[src/hw/rtl/tempo_map_tick_frame_converter_defines.svh]
// Assertion macros shared by the tempo map converter RTL.
`ifndef TEMPO_MAP_TICK_FRAME_CONVERTER_DEFINES_SVH
`define TEMPO_MAP_TICK_FRAME_CONVERTER_DEFINES_SVH

// Same-cycle implication, sampled on clk, off during reset.
`define TMTFC_ASSERT_NOW(lbl, ante, cons) \
	lbl: assert property (@(posedge clk) disable iff (!arst_n) (ante) |-> (cons)) \
		else $error("tmtfc assertion failed");

// Next-cycle implication, sampled on clk, off during reset.
`define TMTFC_ASSERT_NEXT(lbl, ante, cons) \
	lbl: assert property (@(posedge clk) disable iff (!arst_n) (ante) |=> (cons)) \
		else $error("tmtfc assertion failed");

`endif

[src/hw/rtl/tmtfc_pkg.sv]
// Types, codes and constants of the tempo map converter.
`timescale 1ns / 1ps
package tmtfc_pkg;

	localparam logic [2:0] CMD_ADD    = 3'd0;
	localparam logic [2:0] CMD_DEL    = 3'd1;
	localparam logic [2:0] CMD_CHG    = 3'd2;
	localparam logic [2:0] CMD_RECOMP = 3'd3;
	localparam logic [2:0] CMD_QTEMPO = 3'd4;
	localparam logic [2:0] CMD_T2F    = 3'd5;
	localparam logic [2:0] CMD_F2T    = 3'd6;

	localparam logic [1:0] ST_OK        = 2'd0;
	localparam logic [1:0] ST_NOT_FOUND = 2'd1;
	localparam logic [1:0] ST_FULL      = 2'd2;
	localparam logic [1:0] ST_SENTINEL  = 2'd3;

	localparam logic [2:0] CFG_USE_LIST = 3'd0;
	localparam logic [2:0] CFG_FIXED    = 3'd1;
	localparam logic [2:0] CFG_PERCENT  = 3'd2;
	localparam logic [2:0] CFG_TPQ      = 3'd3;
	localparam logic [2:0] CFG_SRATE    = 3'd4;

	localparam logic [23:0] RESET_TEMPO   = 24'd500000;
	localparam logic [23:0] NO_TEMPO      = 24'd1000;
	localparam logic [23:0] PERCENT_SCALE = 24'd10000;
	localparam logic [9:0]  RESET_PERCENT = 10'd100;
	localparam logic [15:0] RESET_TPQ     = 16'd384;
	localparam logic [18:0] RESET_SRATE   = 19'd44100;
	localparam logic [31:0] SAT32         = 32'hFFFF_FFFF;

	typedef logic [4:0] dp_op_t;
	localparam dp_op_t OP_NOP        = 5'd0;
	localparam dp_op_t OP_LATCH      = 5'd1;
	localparam dp_op_t OP_RD         = 5'd2;
	localparam dp_op_t OP_RD1        = 5'd3;
	localparam dp_op_t OP_FCMP       = 5'd4;
	localparam dp_op_t OP_HOLD       = 5'd5;
	localparam dp_op_t OP_WCMP       = 5'd6;
	localparam dp_op_t OP_SET_TEMPO  = 5'd7;
	localparam dp_op_t OP_SPLIT_INIT = 5'd8;
	localparam dp_op_t OP_SH_RD      = 5'd9;
	localparam dp_op_t OP_SH_WR_UP   = 5'd10;
	localparam dp_op_t OP_SPLIT_HI   = 5'd11;
	localparam dp_op_t OP_SPLIT_LO   = 5'd12;
	localparam dp_op_t OP_DEL_INIT   = 5'd13;
	localparam dp_op_t OP_DEL_FIRST  = 5'd14;
	localparam dp_op_t OP_SH_WR_DN   = 5'd15;
	localparam dp_op_t OP_DEL_END    = 5'd16;
	localparam dp_op_t OP_BUMP       = 5'd17;
	localparam dp_op_t OP_RC_INIT    = 5'd18;
	localparam dp_op_t OP_RC_CONV    = 5'd19;
	localparam dp_op_t OP_RC_WR      = 5'd20;
	localparam dp_op_t OP_FIX_ENT    = 5'd21;
	localparam dp_op_t OP_CONV       = 5'd22;
	localparam dp_op_t OP_RES        = 5'd23;
	localparam dp_op_t OP_RES_TEMPO  = 5'd24;
	localparam dp_op_t OP_MISS       = 5'd25;
	localparam dp_op_t OP_FULL       = 5'd26;
	localparam dp_op_t OP_SENT       = 5'd27;
	localparam dp_op_t OP_DONE       = 5'd28;

	typedef struct packed {
		logic [31:0] end_tick;
		logic [30:0] start_tick;
		logic [23:0] tempo;
		logic [31:0] start_frame;
	} entry_t;

	typedef struct packed {
		logic        use_list;
		logic [23:0] fixed_tempo;
		logic [9:0]  percent;
		logic [15:0] tpq;
		logic [18:0] srate;
	} cfg_t;

	typedef struct packed {
		logic [2:0] cmd;
		logic       use_list;
		logic       redo;
		logic       hit;
		logic       last;
		logic       start_eq;
		logic       full;
		logic       ptr_gt_idx;
		logic       ptr_lt_count;
		logic       adv;
		logic       conv_busy;
	} dp_stat_t;

endpackage

[src/hw/rtl/tmtfc_ctrl.sv]
// Controller: sequences table searches, shifts, recomputes and conversions.
`timescale 1ns / 1ps
module tmtfc_ctrl (
	input  logic                 clk,
	input  logic                 arst_n,
	input  logic                 start,
	input  tmtfc_pkg::dp_stat_t  stat,
	output tmtfc_pkg::dp_op_t    op,
	output logic                 busy
);
	import tmtfc_pkg::*;

	localparam logic [4:0] S_IDLE   = 5'd0;
	localparam logic [4:0] S_DISP   = 5'd1;
	localparam logic [4:0] S_FRD    = 5'd2;
	localparam logic [4:0] S_FCMP   = 5'd3;
	localparam logic [4:0] S_MISS   = 5'd4;
	localparam logic [4:0] S_ADD    = 5'd5;
	localparam logic [4:0] S_SETT   = 5'd6;
	localparam logic [4:0] S_BUMP   = 5'd7;
	localparam logic [4:0] S_RCI    = 5'd8;
	localparam logic [4:0] S_SHCHK  = 5'd9;
	localparam logic [4:0] S_SHUP   = 5'd10;
	localparam logic [4:0] S_SPHI   = 5'd11;
	localparam logic [4:0] S_SPLO   = 5'd12;
	localparam logic [4:0] S_FULL   = 5'd13;
	localparam logic [4:0] S_DEL    = 5'd14;
	localparam logic [4:0] S_SENT   = 5'd15;
	localparam logic [4:0] S_DRD0   = 5'd16;
	localparam logic [4:0] S_DFST   = 5'd17;
	localparam logic [4:0] S_DCHK   = 5'd18;
	localparam logic [4:0] S_DDN    = 5'd19;
	localparam logic [4:0] S_RRD    = 5'd20;
	localparam logic [4:0] S_RCV    = 5'd21;
	localparam logic [4:0] S_RWT    = 5'd22;
	localparam logic [4:0] S_RTEMPO = 5'd23;
	localparam logic [4:0] S_CONV   = 5'd24;
	localparam logic [4:0] S_CWT    = 5'd25;
	localparam logic [4:0] S_WRD0   = 5'd26;
	localparam logic [4:0] S_WHOLD  = 5'd27;
	localparam logic [4:0] S_WCHK   = 5'd28;
	localparam logic [4:0] S_WCMP   = 5'd29;
	localparam logic [4:0] S_DONE   = 5'd30;

	logic [4:0] state_q, nxt;

	always_comb begin
		op  = OP_NOP;
		nxt = state_q;
		unique case (state_q)
			S_IDLE: begin
				if (start) begin
					op  = OP_LATCH;
					nxt = S_DISP;
				end
			end
			S_DISP: begin
				unique case (stat.cmd)
					CMD_ADD, CMD_DEL, CMD_CHG: nxt = S_FRD;
					CMD_RECOMP: nxt = S_RCI;
					CMD_QTEMPO: begin
						if (stat.use_list) begin
							nxt = S_FRD;
						end else begin
							op  = OP_FIX_ENT;
							nxt = S_RTEMPO;
						end
					end
					CMD_T2F: begin
						if (stat.use_list) begin
							nxt = S_FRD;
						end else begin
							op  = OP_FIX_ENT;
							nxt = S_CONV;
						end
					end
					CMD_F2T: begin
						if (stat.use_list) begin
							nxt = S_WRD0;
						end else begin
							op  = OP_FIX_ENT;
							nxt = S_CONV;
						end
					end
					default: nxt = S_DONE;
				endcase
			end
			S_FRD: begin
				op  = OP_RD;
				nxt = S_FCMP;
			end
			S_FCMP: begin
				op = OP_FCMP;
				if (stat.hit) begin
					unique case (stat.cmd)
						CMD_ADD:    nxt = S_ADD;
						CMD_DEL:    nxt = S_DEL;
						CMD_CHG:    nxt = S_SETT;
						CMD_QTEMPO: nxt = S_RTEMPO;
						CMD_T2F:    nxt = S_CONV;
						default:    nxt = S_DONE;
					endcase
				end else if (stat.last) begin
					nxt = S_MISS;
				end else begin
					nxt = S_FRD;
				end
			end
			S_MISS: begin
				op  = OP_MISS;
				nxt = S_DONE;
			end
			S_ADD: begin
				priority if (stat.start_eq) begin
					nxt = S_SETT;
				end else if (stat.full) begin
					nxt = S_FULL;
				end else begin
					op  = OP_SPLIT_INIT;
					nxt = S_SHCHK;
				end
			end
			S_SETT: begin
				op  = OP_SET_TEMPO;
				nxt = S_BUMP;
			end
			S_BUMP: begin
				op  = OP_BUMP;
				nxt = (stat.cmd == CMD_ADD && !stat.redo) ? S_DONE : S_RCI;
			end
			S_RCI: begin
				op  = OP_RC_INIT;
				nxt = S_RRD;
			end
			S_SHCHK: begin
				if (stat.ptr_gt_idx) begin
					op  = OP_SH_RD;
					nxt = S_SHUP;
				end else begin
					nxt = S_SPHI;
				end
			end
			S_SHUP: begin
				op  = OP_SH_WR_UP;
				nxt = S_SHCHK;
			end
			S_SPHI: begin
				op  = OP_SPLIT_HI;
				nxt = S_SPLO;
			end
			S_SPLO: begin
				op  = OP_SPLIT_LO;
				nxt = S_BUMP;
			end
			S_FULL: begin
				op  = OP_FULL;
				nxt = S_DONE;
			end
			S_DEL: begin
				if (stat.last) begin
					nxt = S_SENT;
				end else begin
					op  = OP_DEL_INIT;
					nxt = S_DRD0;
				end
			end
			S_SENT: begin
				op  = OP_SENT;
				nxt = S_DONE;
			end
			S_DRD0: begin
				op  = OP_SH_RD;
				nxt = S_DFST;
			end
			S_DFST: begin
				op  = OP_DEL_FIRST;
				nxt = S_DCHK;
			end
			S_DCHK: begin
				if (stat.ptr_lt_count) begin
					op  = OP_SH_RD;
					nxt = S_DDN;
				end else begin
					op  = OP_DEL_END;
					nxt = S_BUMP;
				end
			end
			S_DDN: begin
				op  = OP_SH_WR_DN;
				nxt = S_DCHK;
			end
			S_RRD: begin
				op  = OP_RD;
				nxt = S_RCV;
			end
			S_RCV: begin
				op  = OP_RC_CONV;
				nxt = S_RWT;
			end
			S_RWT: begin
				if (!stat.conv_busy) begin
					op  = OP_RC_WR;
					nxt = stat.last ? S_DONE : S_RRD;
				end
			end
			S_RTEMPO: begin
				op  = OP_RES_TEMPO;
				nxt = S_DONE;
			end
			S_CONV: begin
				op  = OP_CONV;
				nxt = S_CWT;
			end
			S_CWT: begin
				if (!stat.conv_busy) begin
					op  = OP_RES;
					nxt = S_DONE;
				end
			end
			S_WRD0: begin
				op  = OP_RD;
				nxt = S_WHOLD;
			end
			S_WHOLD: begin
				op  = OP_HOLD;
				nxt = S_WCHK;
			end
			S_WCHK: begin
				if (stat.last) begin
					nxt = S_CONV;
				end else begin
					op  = OP_RD1;
					nxt = S_WCMP;
				end
			end
			S_WCMP: begin
				op  = OP_WCMP;
				nxt = stat.adv ? S_WCHK : S_CONV;
			end
			S_DONE: begin
				op  = OP_DONE;
				nxt = S_IDLE;
			end
			default: nxt = S_IDLE;
		endcase
	end

	always_ff @(posedge clk or negedge arst_n) begin
		if (!arst_n) begin
			state_q <= S_IDLE;
		end else begin
			state_q <= nxt;
		end
	end

	assign busy = (state_q != S_IDLE);

endmodule

[config.mk]
export PLATFORM = sky130hd
export DESIGN_NAME = tmtfc_ctrl
export DESIGN_NICKNAME = d
export VERILOG_FILES = /design/src/hw/rtl/tempo_map_tick_frame_converter_defines.svh /design/src/hw/rtl/tmtfc_pkg.sv /design/src/hw/rtl/tmtfc_ctrl.sv
export SDC_FILE = /design/constraint.sdc
export NUM_CORES = 1
export LEC_CHECK = 0
export ABC_CLOCK_PERIOD_IN_PS = 1700
export BUFFER_PORTS_ARGS = -buffer_cell sky130_fd_sc_hd__buf_4
export CAP_MARGIN = 10
export CORE_ASPECT_RATIO = 1.2
export CORE_UTILIZATION = 51
export DETAILED_ROUTE_END_ITERATION = 10
export HOLD_SLACK_MARGIN = 0.08
export PLACE_DENSITY = 0.74
export SLEW_MARGIN = 15
export SYNTH_ARGS = -nofsm -noshare
export SYNTH_HDL_FRONTEND = slang
export SYNTH_SLANG_ARGS = --single-unit
export TNS_END_PERCENT = 5
[constraint.sdc]
create_clock -name clk -period 1.7 [get_ports clk]
set_input_delay 0.425 -clock clk [delete_from_list [all_inputs] [get_ports clk]]
set_output_delay 0.425 -clock clk [all_outputs]
set_load 0.005 [all_outputs]
==> impl_metrics.ini, run 1 <==
[run_status]
status = stopped before the end
haltStage = global routing (5_1_grt)
error_line = [ERROR GRT-0232] Routing congestion too high. Check the congestion heatmap in the GUI.

[synthesis]
synthDistinctLibCells = 53
async_reset_ff_share_pct = 100
ys_ff_latch = 5
synthXorXnorAreaFrac_pct = 0.674
synth_top_family_by_area = compound AO/OA/AOI/OAI gates
synth_compound_area_share_pct = 42.1
synth-simple-area-share_pct = 36.0
synth-edff-count = 0
syn-num-nets = 211
synth_adder_area_share_pct = 0
synthMuxAreaShare_pct = 0.770
syn_avg_cell_area_um2 = 6.67
netlist_area_um2 = 1300
synth_warnings = 0
syn_inst = 195
ys_seq_area_share_pct = 9.62
ys.flop_type = dfrtp_1

[clock_network]
numCtsBuffers = 3
clkSinkCount = 5
ctsLongestPathBuffers = 2
ctsHtreeMaxLevel = 1
root_buffer = clkbuf_4

[placement]
gp_congestion = 1.05
postPlaceCellArea_um2 = 1920
port_buffers = 21
dp_hpwl_um = 4290

[global_routing]
track_usage_pct = 101
grt_max_degree = 18
grt_overflow = 222

[die]
initial_core_util_pct = 55.2
pin_count = 22
chipHeight_um = 57.3
die_w_um = 48.1
rows = 19

[timing]
grt-worst-endpoint = op[4]
endpoint_type = top-level output
==> per-stage QoR <==
step	setup WS, ps	instances
CTS	-407	312
detailed placement	-347	294
floorplan	-32.8	195
global placement	-314	294
==> cell usage after synthesis, types with 2 or more instances <==
master,number,area share [%]
o32a_1,2,1.5
a221oi_1,3,2.0
buf_4,6,3.5
o32ai_1,3,2.0
nand2b_1,11,5.3
nor3_1,4,1.5
buf_2,8,3.1
dfrtp_1,5,9.6
and2b_1,2,1.2
o31ai_1,2,1.2
nor3_4,2,2.5
nand3_1,5,1.9
inv_1,7,2.0
a41oi_2,2,2.5
o21ai_0,12,4.6
nor2b_1,4,1.9
a32oi_1,2,1.3
nand4_1,4,1.9
a31oi_1,4,1.9
o31a_1,3,2.0
a22oi_1,4,2.3
a21oi_1,19,7.3
o211ai_1,2,1.2
a22o_1,2,1.3
o21bai_1,2,1.2
clkbuf_1,4,1.2
nand2_1,24,6.9
nor4_1,2,0.96
nor2_1,14,4.0
o22a_1,5,3.4
o22ai_1,4,1.9
==> what timing repair did <==
| action | CTS |
|---|---|
| hold buffers | 1 |
| pin swaps | 13 |
| setup buffers | 13 |
| gates resized for setup | 36 |
| hold endpoints to repair | 5 |
| endpoints found under the setup margin | 11 |
==> cell families after synthesis <==
group / count (synthesis)
flops: 5
simple gates: 84
mux: 1
compound gates: 77
buf+inv: 27
xor+xnor: 1
==> layer usage <==
metal  GRT usage, %  overflow
met5           8.89         0
met4            114        70
met3           70.3         1
met2            126       151
met1           96.4         0
==> run 2: changes to the inputs <==
ABC_CLOCK_PERIOD_IN_PS = 2200   (was 1700)
CORE_AREA = 2 2 63 65   (was not set)
CORE_ASPECT_RATIO = not set   (was 1.2)
CORE_UTILIZATION = not set   (was 51)
DIE_AREA = 0 0 65 67   (was not set)
HOLD_SLACK_MARGIN = not set   (was 0.08)
PLACE_DENSITY = not set   (was 0.74)
PLACE_DENSITY_LB_ADDON = 0.15   (was not set)
clock period = 2.2 ns   (was 1.7 ns; I/O delays follow)
==> run 2 against run 1 <==
Against the previous run:
- synthesized cell count did not move
- synthesized area unchanged
- the flow now finishes, with violations (setup timing)
==> impl_metrics.ini, run 2 <==
[global_routing]
grt_overflow = 0
grt_pass1_vias = 1712
grt_max_degree = 39
track_usage_pct = 25.9
grt_first_pass_wirelength_um = 8650
antenna_found_initial = 0

[placement]
postPlaceCellArea_um2 = 1650
port_buffers = 21
place_ws_ps = -10.9
dp_hpwl_um = 3750
gp_congestion = 0.982

[routing]
remaining_drc_errors = 0
dr.first_iter.drc_count = 323
avgRoutedWirePerCell_um = 18.5
drtPass1Iterations = 5
vias_per_cell = 6.27
vias = 1805
drt-total-wl_um = 5320
final_antenna_net_count = 0

[cells_and_area]
syn_to_final_growth_pct = 43.5
num-fill-cells = 358
finish.utilization_pct = 51.7
drive_above_1_share_pct = 37.1
n_antenna_cell = 0
multi_input_area_um2 = 1090
seq_area_um2 = 131
final_cell_mix = buf_4 (53), nand2_1 (23), a21oi_1 (17), nor2_1 (14), o21ai_0 (11)
reg_top3 = state_q: 5 flops
largest_register_ffs = 5
final_common_cell = buf_4
top_register = state_q
fin_nets = 257
fin_area_um2 = 1870

[synthesis]
syn-num-nets = 211
synthDistinctLibCells = 53
synthMuxAreaShare_pct = 0.770
synth_top_family_by_area = compound AO/OA/AOI/OAI gates
synth_most_common_cell = nand2_1
synth_adder_area_share_pct = 0
ys_ff_latch = 5
ys_seq_area_share_pct = 9.62
yosys-top-cells-count = nand2_1 (24), a21oi_1 (19), nor2_1 (14)
async_reset_ff_share_pct = 100
synth_compound_area_share_pct = 42.1
synth_warnings = 0
netlist_area_um2 = 1300
synth-simple-area-share_pct = 36.0
syn_avg_cell_area_um2 = 6.67
synth_area_leader_cell = dfrtp_1
syn_inst = 195
ys.flop_type = dfrtp_1
synthXorXnorAreaFrac_pct = 0.674
synth_top_area_share_pct = 9.62
synth_area_leaders = dfrtp_1 (9.6%), a21oi_1 (7.3%), nand2_1 (6.9%), nand2b_1 (5.3%), o21ai_0 (4.6%)
synth-edff-count = 0

[timing]
setup_viol = 4
finalCriticalPeriod_ps = 2310
final-max-slew-violation-count = 0
fin_skew_ps = 10.5
fin_ws_ps = -110
max_freq_mhz = 433
fin_crit_sh_pct = 105
hold_viol = 0
grt_setup_unrepaired = true
tightest_slew_ps = 410
slew_headroom_pct = 72.5

[die]
chipHeight_um = 67
core-area_um2 = 3610
pin_count = 22
dieArea_um2 = 4360
rows = 22
initial_core_util_pct = 36.1
die_w_um = 65

[setup_path]
reg2reg_slack_ps = 290
crit_arrival_ps = 1760
rr_startpoint = state_q[2]$_DFFE_PN0P_
crit_path_top_delay_cell = dfrtp_2
crit_fanout = 7
crit_chain = buf_6, nor2b_1, buf_4, inv_1, a31oi_1, a22oi_1, nand4_1, buf_4
r2r_cells = 8
crit_top_cell = buf_4
slowest_delay_ps = 400
critical_path.endpoint_type = primary output
path_class = flip-flop to primary output
start_kind = flip-flop
cp.required_ps = 1650
cp-startpoint = state_q[4]$_DFFE_PN0P_
reg2reg_to = state_q[1]$_DFFE_PN0P_

[clock_network]
ctsLongestPathBuffers = 2
ctsHtreeMaxLevel = 1
root_buffer = clkbuf_8
numCtsBuffers = 3
clkSinkCount = 5
clk_latency_ps = 240
tritoncts = yes
path_clk_slew_ps = 40

[pwr]
ir_drop_mv = 0.547
powerDensity_nw_per_um2 = 1650
p_leak_nw = 0.754

[flow_run]
cap_violations = 0

[min_path]
hold_path.class = input port to asynchronous set/reset pin

[run_status]
failed_checks = setup timing
status = finished with violations
## run 2: cell counts after synthesis
No cell type changed its count.
## run 2: area by class of cell
cell class | count | share of cell area, %
inverters | 8 | 1.68
multi-input cells | 163 | 58.4
flip-flops and latches | 5 | 7.04
clock buffers | 4 | 2.41
well taps | 48 | 3.22
repair buffers | 60 | 27.2
## run 2: layer usage
layer  part of all wire (%)  track usage [%]  up-vias
li1                       -                -      834
met1                     41             33.8      839
met2                     46             43.2      124
met3                     11             3.72        8
met4                    1.9             9.31        0
met5                      0                0        -
## run 2: report_power, final
group / internal [mW] / total [mW] / switching, mW
Combinational: 1.28 / 2.65 / 1.38
Clock: 0.126 / 0.184 / 0.0581
Sequential: 0.155 / 0.245 / 0.0900
## run 2: cell families after synthesis
| kind of cell | Yosys count |
|---|---|
| AND/OR/NAND/NOR | 84 |
| AO/OA/AOI/OAI | 77 |
| buffers and inverters | 27 |
| flip-flops | 5 |
| XOR/XNOR | 1 |
| multiplexers | 1 |
## run 2: critical path, delay by kind of cell (launching register included)
family / cells / cell delay [ps]
AOI/OAI and AO/OA: 2 / 360
and+or+nand+nor: 2 / 250
DFF: 1 / 400
buffers and inverters: 4 / 510
## run 2: per-stage QoR
| step | TNS (ps) | total power, mW | hold WS, ps | instances |
|---|---|---|---|---|
| final | -257 | 3.08 | 104 | 288 |
| after global placement | 0 | 2.52 | 352 | 274 |
| after global routing | -617 | 3.30 | 108 | 288 |
| after floorplan | 0 | 1.67 | 254 | 195 |
| after CTS | -178 | 2.94 | 106 | 287 |
| after detailed placement | -10.9 | 2.51 | 355 | 274 |
## run 2: timing repair
item | 4_1_cts | 5_1_grt
buffers inserted | 9 | 0
hold buffers | 0 | 0
endpoints found under the setup margin | 5 | 5
pin swaps | 10 | 3
gates resized for setup | 20 | 5
gates cloned | 0 | 1
## run 2: worst max path at each step
stage	to	slack [ps]	depth (start not counted)
finish	op[4]	-110	8
global route	op[4]	-190	7
detailed placement	op[4]	-10	4
CTS	op[3]	-60	8
global placement	op[4]	50	7
floorplan	op[4]	250	7
Power figures use the tool's default switching activity.
==> run 3: changes to the inputs <==
--- a/config.mk
+++ b/config.mk
@@ -8,8 +8,9 @@
 export ABC_CLOCK_PERIOD_IN_PS = 2200
 export BUFFER_PORTS_ARGS = -buffer_cell sky130_fd_sc_hd__buf_4
-export CAP_MARGIN = 10
+export CAP_MARGIN = 20
 export CORE_AREA = 2 2 63 65
 export DETAILED_ROUTE_END_ITERATION = 10
 export DIE_AREA = 0 0 65 67
+export HOLD_SLACK_MARGIN = 0.05
 export PLACE_DENSITY_LB_ADDON = 0.15
 export SLEW_MARGIN = 15
==> constraint.sdc (replaced) <==
create_clock -name clk -period 2.2 [get_ports clk]
set_input_delay 0.33 -clock clk [delete_from_list [all_inputs] [get_ports clk]]
set_output_delay 0.33 -clock clk [all_outputs]
set_load 0.005 [all_outputs]
==> run 3 against run 2 <==
Against the previous run:
- the run now ends clean
- clock power fell by 4%
- largest cell class unchanged
- critical path depth fell by 2
- largest power group unchanged
- routed wire length fell by 3.2%
- clock-buffer cell count did not move
- clock skew fell by 5.9 ps
- utilization fell by 5.7 points
- sequential power rose by 23%
- worst setup slack improved by 150 ps
==> impl_metrics.ini, run 3 (same netlist as run 2, synthesis figures left out) <==
[run_status]
status = complete, no violations

[global_routing]
antenna_found_initial = 0
grt_first_pass_wirelength_um = 8060
grt_overflow = 0
grt_max_degree = 21
grt_pass1_vias = 1600
track_usage_pct = 24.0

[clock_network]
tritoncts = yes
root_buffer = clkbuf_8
path_clk_slew_ps = 40
clkSinkCount = 5
clk_latency_ps = 230
ctsLongestPathBuffers = 2
ctsHtreeMaxLevel = 1
numCtsBuffers = 3

[routing]
drtPass1Iterations = 4
dr.first_iter.drc_count = 120
vias_per_cell = 6.17
wl_met1_um = 2320
remaining_drc_errors = 0
avgRoutedWirePerCell_um = 19.1
highest_layer = met4
vias = 1665
wl_met2_um = 2420
drt-total-wl_um = 5150
wl_met3_um = 290
final_antenna_net_count = 0

[die]
initial_core_util_pct = 36.1
die_w_um = 65
chipHeight_um = 67
pin_count = 22
rows = 22
dieArea_um2 = 4360
core-area_um2 = 3610

[setup_path]
critical_path.endpoint_type = primary output
reg2reg_slack_ps = 320
crit_fanout = 11
crit_arrival_ps = 1830
rr_startpoint = state_q[3]$_DFFE_PN0P_
path_class = flip-flop to primary output
r2r_cells = 7
start_kind = flip-flop
cp-startpoint = state_q[3]$_DFFE_PN0P_
reg2reg_to = state_q[0]$_DFFE_PN0P_
cp.required_ps = 1870

[timing]
tightest_slew_ps = 367
setup_viol = 0
max_freq_mhz = 463
fin_crit_sh_pct = 98.2
grt_setup_unrepaired = false
hold_viol = 0
slew_headroom_pct = 75.3
finalSetupTns_ps = 0
fin_skew_ps = 4.58
finalCriticalPeriod_ps = 2160
final-max-slew-violation-count = 0

[cells_and_area]
final_cell_mix = buf_4 (38), nand2_1 (24), a21oi_1 (19), nor2_1 (14), o21ai_0 (12)
reg_top3 = state_q: 5 flops
final_common_cell = buf_4
top_register = state_q
fin_nets = 239
n_antenna_cell = 0
syn_to_final_growth_pct = 27.7
stdcell_count = 270
largest_register_ffs = 5
drive_above_1_share_pct = 28.8

[pwr]
ir_drop_mv = 0.521
powerDensity_nw_per_um2 = 1630
p_leak_nw = 0.640

[min_path]
hold_path.class = input port to asynchronous set/reset pin

[placement]
gp_congestion = 0.990
dp_hpwl_um = 3790
port_buffers = 21
place_inst = 263

[flow_run]
cap_violations = 0
-- run 3: how the worst max path moves through the flow --
stage             to  slack (ps)
2_1_floorplan  op[4]         470
3_3_place_gp   op[0]          40
3_5_place_dp   op[0]          40
4_1_cts        op[4]          50
5_1_grt        op[0]           3
6_report       op[0]          40
-- run 3: cell type report --
cell class / instances / area, µm²
Fill cell: 391 / 1950
Multi-Input combinational cell: 163 / 1070
Timing Repair Buffer: 42 / 325
Sequential cell: 5 / 133
Tap cell: 48 / 60.1
Clock buffer: 4 / 45.0
Inverter: 8 / 30.0
-- run 3: stage by stage --
stage          hold slack [ps]  total power [mW]  utilization (%)  setup slack, ps  instance area (µm²)
2_1_floorplan             34.4              1.67                -              471                 1300
3_3_place_gp               131              2.39             42.7             36.4                 1540
3_5_place_dp               133              2.34             42.7             42.1                 1540
4_1_cts                    438              2.55             44.6             47.4                 1610
5_1_grt                    453              2.92             46.0             2.90                 1660
6_report                   438              2.70             46.0             39.5                 1660
-- run 3: what timing repair did --
item | CTS | global route
endpoints found under the setup margin | 5 | 5
hold buffers | 1 | 0
hold endpoints to repair | 5 | 0
resized for setup | 5 | 9
setup buffers | 0 | 2
pin swaps | 0 | 2
-- run 3: routing by layer --
layer	track usage, %	vias to the layer above
met5	0	-
met1	30.8	790
met4	9.31	0
li1	-	793
met3	4.22	13
met2	39.9	69
-- run 3: power by group --
group	internal, mW	leakage, nW	switching, mW
Sequential	0.158	0.0564	0.144
Combinational	0.994	0.560	1.23
Clock	0.125	0.0228	0.0518
Total	1.28	0.640	1.42
-- run 3: critical path, stage by stage (launching register included) --
cell,delay [ps]
dfrtp_4,540
buf_6,180
nand2b_4,150
or3_4,360
and2_1,170
nand4b_1,90
buf_4,110
